<file path="config.mk">
export PLATFORM = sky130hd
export DESIGN_NAME = lccp_cell
export DESIGN_NICKNAME = d
export VERILOG_FILES = /design/src/sv/lccp_pkg.sv /design/src/sv/lccp_cell.sv
export SDC_FILE = /design/constraint.sdc
export NUM_CORES = 1
export LEC_CHECK = 0
export BUFFER_PORTS_ARGS = -buffer_cell sky130_fd_sc_hd__buf_2
export CORE_MARGIN = 2
export CORE_UTILIZATION = 45
export CTS_CLUSTER_SIZE = 8
export DETAILED_ROUTE_END_ITERATION = 12
export MAX_ROUTING_LAYER = met4
export PLACE_DENSITY_LB_ADDON = 0.15
export SYNTH_ARGS = -nofsm -noshare
export SYNTH_HDL_FRONTEND = slang
export SYNTH_SLANG_ARGS = --single-unit
</file>
<file path="constraint.sdc">
create_clock -name clock -period 4.7 [get_ports clock]
set_input_delay 0.235 -clock clock [delete_from_list [all_inputs] [get_ports clock]]
set_output_delay 0.235 -clock clock [all_outputs]
set_load 0.01 [all_outputs]
</file>
<file path="src/sv/lccp_pkg.sv">
package lccp_pkg;

   // Core array size and field widths
   localparam int CORE_COUNT = 16;
   localparam int CORE_IDX_W = 4;
   localparam int LOAD_W     = 32;
   localparam int FREQ_W     = 32;
   localparam int COST_W     = 40;

   localparam logic [FREQ_W-1:0] Q16_UNIT   = 32'h0001_0000;
   localparam logic [FREQ_W-1:0] FREQ_RESET = 32'd78643;
   localparam logic [4:0]        ACTIVE_RESET = 5'd16;

   // Request kinds
   localparam logic [1:0] KIND_PICK  = 2'd0;
   localparam logic [1:0] KIND_SET   = 2'd1;
   localparam logic [1:0] KIND_CLEAR = 2'd2;

   // Register indexes
   localparam logic [1:0] CSR_ACTIVE_CORES   = 2'd0;
   localparam logic [1:0] CSR_THERMAL_LEVEL  = 2'd1;
   localparam logic [1:0] CSR_CORE_FREQUENCY = 2'd2;

   typedef enum logic [2:0] {
      ST_IDLE,
      ST_PREP,
      ST_LAUNCH,
      ST_SCAN,
      ST_DONE
   } state_type;

   // Broadcast control from the sequencer to every cell
   typedef struct packed {
      logic                  clear;
      logic                  set_en;
      logic [CORE_IDX_W-1:0] set_idx;
      logic [LOAD_W-1:0]     set_value;
      logic                  inc_en;
      logic [CORE_IDX_W-1:0] inc_idx;
      logic [COST_W-1:0]     common;
      logic [4:0]            active_cores;
   } cell_ctl_type;

   // Running minimum handed from cell to cell
   typedef struct packed {
      logic                  valid;
      logic                  found;
      logic [COST_W-1:0]     cost;
      logic [CORE_IDX_W-1:0] idx;
   } token_type;

   // Thermal penalty: saturate at 100, then tens digit, by threshold count
   function automatic logic [3:0] heat_penalty(input logic [6:0] level);
      logic [3:0] pen;
      pen = 4'd0;
      for (int k = 1; k <= 10; k++) begin
         if (level >= 7'(10 * k)) begin
            pen = pen + 4'd1;
         end
      end
      return pen;
   endfunction

endpackage

</file>
<file path="src/sv/lccp_cell.sv">
module lccp_cell (
   input  logic                   clock,
   input  logic                   reset,
   input  logic [3:0]             cell_idx,
   input  lccp_pkg::cell_ctl_type ctl,
   input  lccp_pkg::token_type    tok_i,
   output lccp_pkg::token_type    tok_o
);
   import lccp_pkg::*;

   logic [LOAD_W-1:0] load_ff;
   logic [LOAD_W-1:0] load_in;
   token_type         tok_ff;
   token_type         tok_in;
   logic [COST_W-1:0] load_ext;
   logic [COST_W-1:0] cost;
   logic              active;
   logic              take;

   // Score this core: shared term plus load times forty
   always_comb begin
      load_ext = {{(COST_W-LOAD_W){1'b0}}, load_ff};
      cost     = ctl.common + (load_ext << 5) + (load_ext << 3);
      active   = (cell_idx == '0) || ({1'b0, cell_idx} < ctl.active_cores);
      take     = active && (!tok_i.found || (cost < tok_i.cost));
   end

   // Pass the running minimum on; an active cell takes it over when none is found yet or on a strictly lower cost
   always_comb begin
      tok_in.valid = tok_i.valid;
      tok_in.found = tok_i.found | active;
      tok_in.cost  = take ? cost : tok_i.cost;
      tok_in.idx   = take ? cell_idx : tok_i.idx;
   end

   // Update the load counter
   always_comb begin
      load_in = load_ff;
      if (ctl.clear) begin
         load_in = '0;
      end else if (ctl.set_en && (ctl.set_idx == cell_idx)) begin
         load_in = ctl.set_value;
      end else if (ctl.inc_en && (ctl.inc_idx == cell_idx)) begin
         load_in = load_ff + 32'd1;
      end
   end

   always_ff @(posedge clock) begin
      if (reset) begin
         load_ff      <= '0;
         tok_ff.valid <= 1'b0;
      end else begin
         load_ff      <= load_in;
         tok_ff.valid <= tok_in.valid;
      end
      tok_ff.found <= tok_in.found;
      tok_ff.cost  <= tok_in.cost;
      tok_ff.idx   <= tok_in.idx;
   end

   assign tok_o = tok_ff;

endmodule

</file>
== Yosys cells after proc, flatten, opt, wreduce, memory -nomap -nowiden ==
Cells that the tools add are included.

* Bits in registers: 78
* Bits of input ports: 140

* Equality and inequality tests: 2
* Multiplexer cells: 4
* Bitwise operators: 1
* $lt $le $gt $ge: 2
* Add/subtract/negate cells: 3
* Reduce and logical (&&, ||, !) cells: 9

{| class="wikitable"
|+ Operator list
! kind !! count
|-
| $mux W32 || 2
|-
| $add A40 B35 Y40 || 1
|-
| $add A40 B37 Y40 || 1
|-
| $lt A40 B40 Y1 || 1
|-
| $mux W40 || 1
|-
| $add A32 B1 Y32 const B || 1
|-
| $eq A4 B4 Y1 || 2
|-
| $lt A4 B5 Y1 || 1
|-
| $logic_not A4 Y1 || 1
|-
| $mux W4 || 1
|-
| $logic_and A1 B1 Y1 || 3
|-
| $logic_or A1 B1 Y1 || 2
|-
| $reduce_bool A2 Y1 || 1
|-
| $reduce_or A2 Y1 || 1
|-
| $logic_not A1 Y1 || 1
|-
| $or A1 B1 Y1 || 1
|}

== Longest topological paths before layout ==
* Depth in word-level cells: 6
* Gate-level depth with buffers: 23
* Gate-level depth less buffers: 21

== Worst setup path before layout ==
No wires, ideal clock.

* Kind: reg2reg
* Start point: register load_ff[2]
* End point: register tok_ff, in the netlist tok_o[29]
* Data arrival time: 4892 ps
* Period minus slack after synthesis: 5012 ps
* Slack: -312 ps
* Path buffers: 1
* Required time: 4579 ps
* Stages on the path, launching flop included: 21
* Path through: dfxtp_1 > inv_1 > fa_1 > inv_1 > ha_1 > a211oi_1 > or4b_1 > a21boi_1 > and3b_1 > o21ai_0 > a221oi_1 > xnor2_1 > ha_1 > a21o_1 > a21o_1 > a21o_1 > a211o_1 > a22oi_1 > and4b_1 > buf_2 > mux2_2

{| class="wikitable"
|+ RTL lines
! what !! line !! text
|-
| from (decl) || lccp_cell.sv:11 || <nowiki>logic [LOAD_W-1:0] load_ff;</nowiki>
|-
| from (signal assigned) || lccp_cell.sv:53 || <nowiki>load_ff <= load_in;</nowiki>
|-
| to (decl) || lccp_cell.sv:13 || <nowiki>token_type tok_ff;</nowiki>
|}

==> results.cfg <==
[clock_network]
cts_buffers = 9
htree_levels = 3
clock_path_buffers = 2
insertion_delay_ns = 0.34
cts_root_buf = clkbuf_16
cts_hold_buffers = 0
cts.sinks = 78
cts.clk_slew.worst_paths_ns = 0.06
cts_tree = yes

[sta]
rsz0062_at_grt = true
fin_crit_ns = 4.94
fin_ws_ns = -0.235
fin_crit_sh_pct = 105
skew_ns = 0.00422
finalHoldViolations = 0
slew_viol_final = 0
tightest_slew_ns = 0.768
maxSlewHeadroom_pct = 48.4
finalSetupTns_ns = -6.88
finalSetupViolations = 44
max_freq_mhz = 203

[grt]
grt_pass1_vias = 6468
grt_pass1_wl_um = 31200
grt.overflow.total = 0
antenna_found_initial = 0
grt_usage_pct = 24.7
grt_max_degree = 65

[logic_synthesis]
yosys.area.top_type = dfxtp_1
synth-seq-cells = 78
yosys.area.top_type_share_pct = 22.8
synth.area.mux_share_pct = 2.10
synth_area_sq_um = 6860
synth_area_per_cell_sq_um = 8.58
yosysUniqueCellTypes = 67
syn_inst = 799
synth_top_family_by_area = adder cells
yosysMostFrequentCell = nand2_1
synthTopCellsByCount = nand2_1 (85), ha_1 (81), dfxtp_1 (78)
synth_ff_type = dfxtp_1
async_flop_share_pct = 0
yosysSeqAreaShare_pct = 22.8
synth-adder-area-share_pct = 23.8
synth_compound_gate_area_share_pct = 20.7
yosys_warnings = 0
synth_area_leaders = dfxtp_1 (23%), ha_1 (15%), fa_1 (9.0%)
synth_nets = 1051
synth_edf_count = 0
synth_simple_gate_area_share_pct = 17.7
synth_xor_area_share_pct = 8.28

[die]
die_h_um = 127
rows = 45
design.core.area_sq_um = 15000
io-pin-count = 186
die_w_um = 127
die_area_sq_um = 16200
start_util_pct = 45.6

[drt]
wirelength_um = 19400
wire_per_inst_um = 15.0
post_drt_via_cell_ratio = 5.21
drt_first_pass_iters = 4
drtIter0Drc = 262
route.detailed.drc = 0
vias = 6742
ant_nets = 0

[setup_path]
required_ns = 4.93
rrSetupSlack_ns = -0.24
path_class = reg2reg
critPathCaptureType = flip-flop
crit_fanout = 7
worstPathArrival_ns = 5.17
start_kind = flip-flop

[outcome]
outcome = finished, violations left
violations = setup timing

[pwr]
clockPowerShare_pct = 34.5
p_leak_nw = 4.98
p_total_mw = 2.21
power.switching_mw = 0.678
p_int_mw = 1.53
powerDensity_nw_per_um2 = 228
ir_drop_mv = 0.170
switching_share_pct = 30.6
pwr-share-comb_pct = 31.8
p_seq_share_pct = 33.7

[worst_hold_path]
hold_path.class = in2reg

[placement]
numPortBuffers = 185
gp_congestion = 0.899
dp_hpwl_um = 15600

[layout]
drive_above_1_share_pct = 37.8
area_growth_pct = 41.6
antenna_cells = 0
nets = 1354

[job]
maxCapViolations = 0
## final cells by class
type                            instances  area (sq um)
Multi-Input combinational cell        639          5340
Fill cell                            1337          5320
Timing Repair Buffer                  316          2010
Sequential cell                        78          1580
Clock buffer                           11           264
Tap cell                              188           235
Inverter                               58           220
Clock inverter                          5          63.8
## worst paths after layout
| check | startpoint | endpoint | depth (start not counted) |
|---|---|---|---|
| hold / removal | reset | tok_o[45] | 2 |
| setup / recovery | load_ff[4] | tok_o[24] | 17 |
| hold reg to reg | load_ff[31] | load_ff[31] | 2 |
| setup reg to reg | load_ff[4] | tok_o[24] | 17 |
## state kept, by name, indices dropped and copies added (netlist names)
name and count:
load_ff 32, tok_o 46
## power by group through the flow
stage          sequential (mW)  combinational [mW]  clock, mW
2_1_floorplan            0.795               0.322          0
3_3_place_gp             0.760               0.630          0
3_5_place_dp             0.761               0.635          0
4_1_cts                  0.747               0.670      0.781
5_1_grt                  0.750               0.780      0.801
6_report                 0.745               0.704      0.764
## logic make-up (layout without fill, tap and decap cells)
kind of cell,count (synthesis),count (layout)
AOI/OAI and AO/OA,210,210
adders and majority gates,112,112
xor gates and xnor gates,64,64
muxes,13,13
and+or+nand+nor,240,240
buffers and inverters,82,390
DFF,78,78
## metal layers
layer  vias up  wire (um)  global-route usage, %
met5         -          0                      -
met4         0        320                   7.11
met3        20        899                   2.89
met2       173       8600                   38.0
met1      3083       9590                   34.3
li1       3466          -                      -
## critical path, cell delays in order (launching register included)
cell,delay [ns]
dfxtp_4,0.36
fa_1,0.52
ha_4,0.31
nand4_1,0.11
or4b_4,0.56
a21boi_2,0.16
nand4b_1,0.18
a31oi_4,0.17
o31ai_2,0.26
xor2_1,0.28
ha_1,0.31
nand4_1,0.17
nor3_2,0.08
a211o_1,0.31
a22oi_2,0.20
and4b_4,0.34
buf_8,0.15
mux2_2,0.34
## layout by cell type, fill, tap and decap left out, types with 7 or more instances in the layout
master,n
a211oi_1,24
a21o_1,36
a21oi_1,40
and2_1,7
and3_1,16
buf_2,185
buf_4,120
clkbuf_16,11
dfxtp_1,70
fa_1,29
ha_1,73
ha_4,7
inv_1,56
mux2_4,9
nand2_1,76
nand2_2,8
nand3_1,11
nand4_1,22
nor2_1,52
o21a_1,8
o21ai_0,38
or3_1,7
xnor2_1,20
xor2_1,38
## what timing repair did
action,in CTS,in global routing
hold endpoints to repair,0,0
cloned,1,1
buffers inserted,5,7
pin swaps,23,39
endpoints found under the setup margin,44,44
resized for setup,34,38
## metrics by stage
step / instances / hold WS [ns] / instance area [sq um] / setup slack (ns) / util (%)
after CTS: 1287 / 0.0575 / 9470 / -0.192 / 63.0
after global routing: 1295 / 0.0815 / 9710 / -0.424 / 64.6
after global placement: 1265 / 0.417 / 8910 / -0.302 / 59.3
after floorplan: 799 / 0.307 / 6970 / 0.0116 / -
final: 1295 / 0.0642 / 9710 / -0.235 / 64.6
after detailed placement: 1265 / 0.424 / 8910 / -0.376 / 59.3
(Power assumes the default switching activity.)
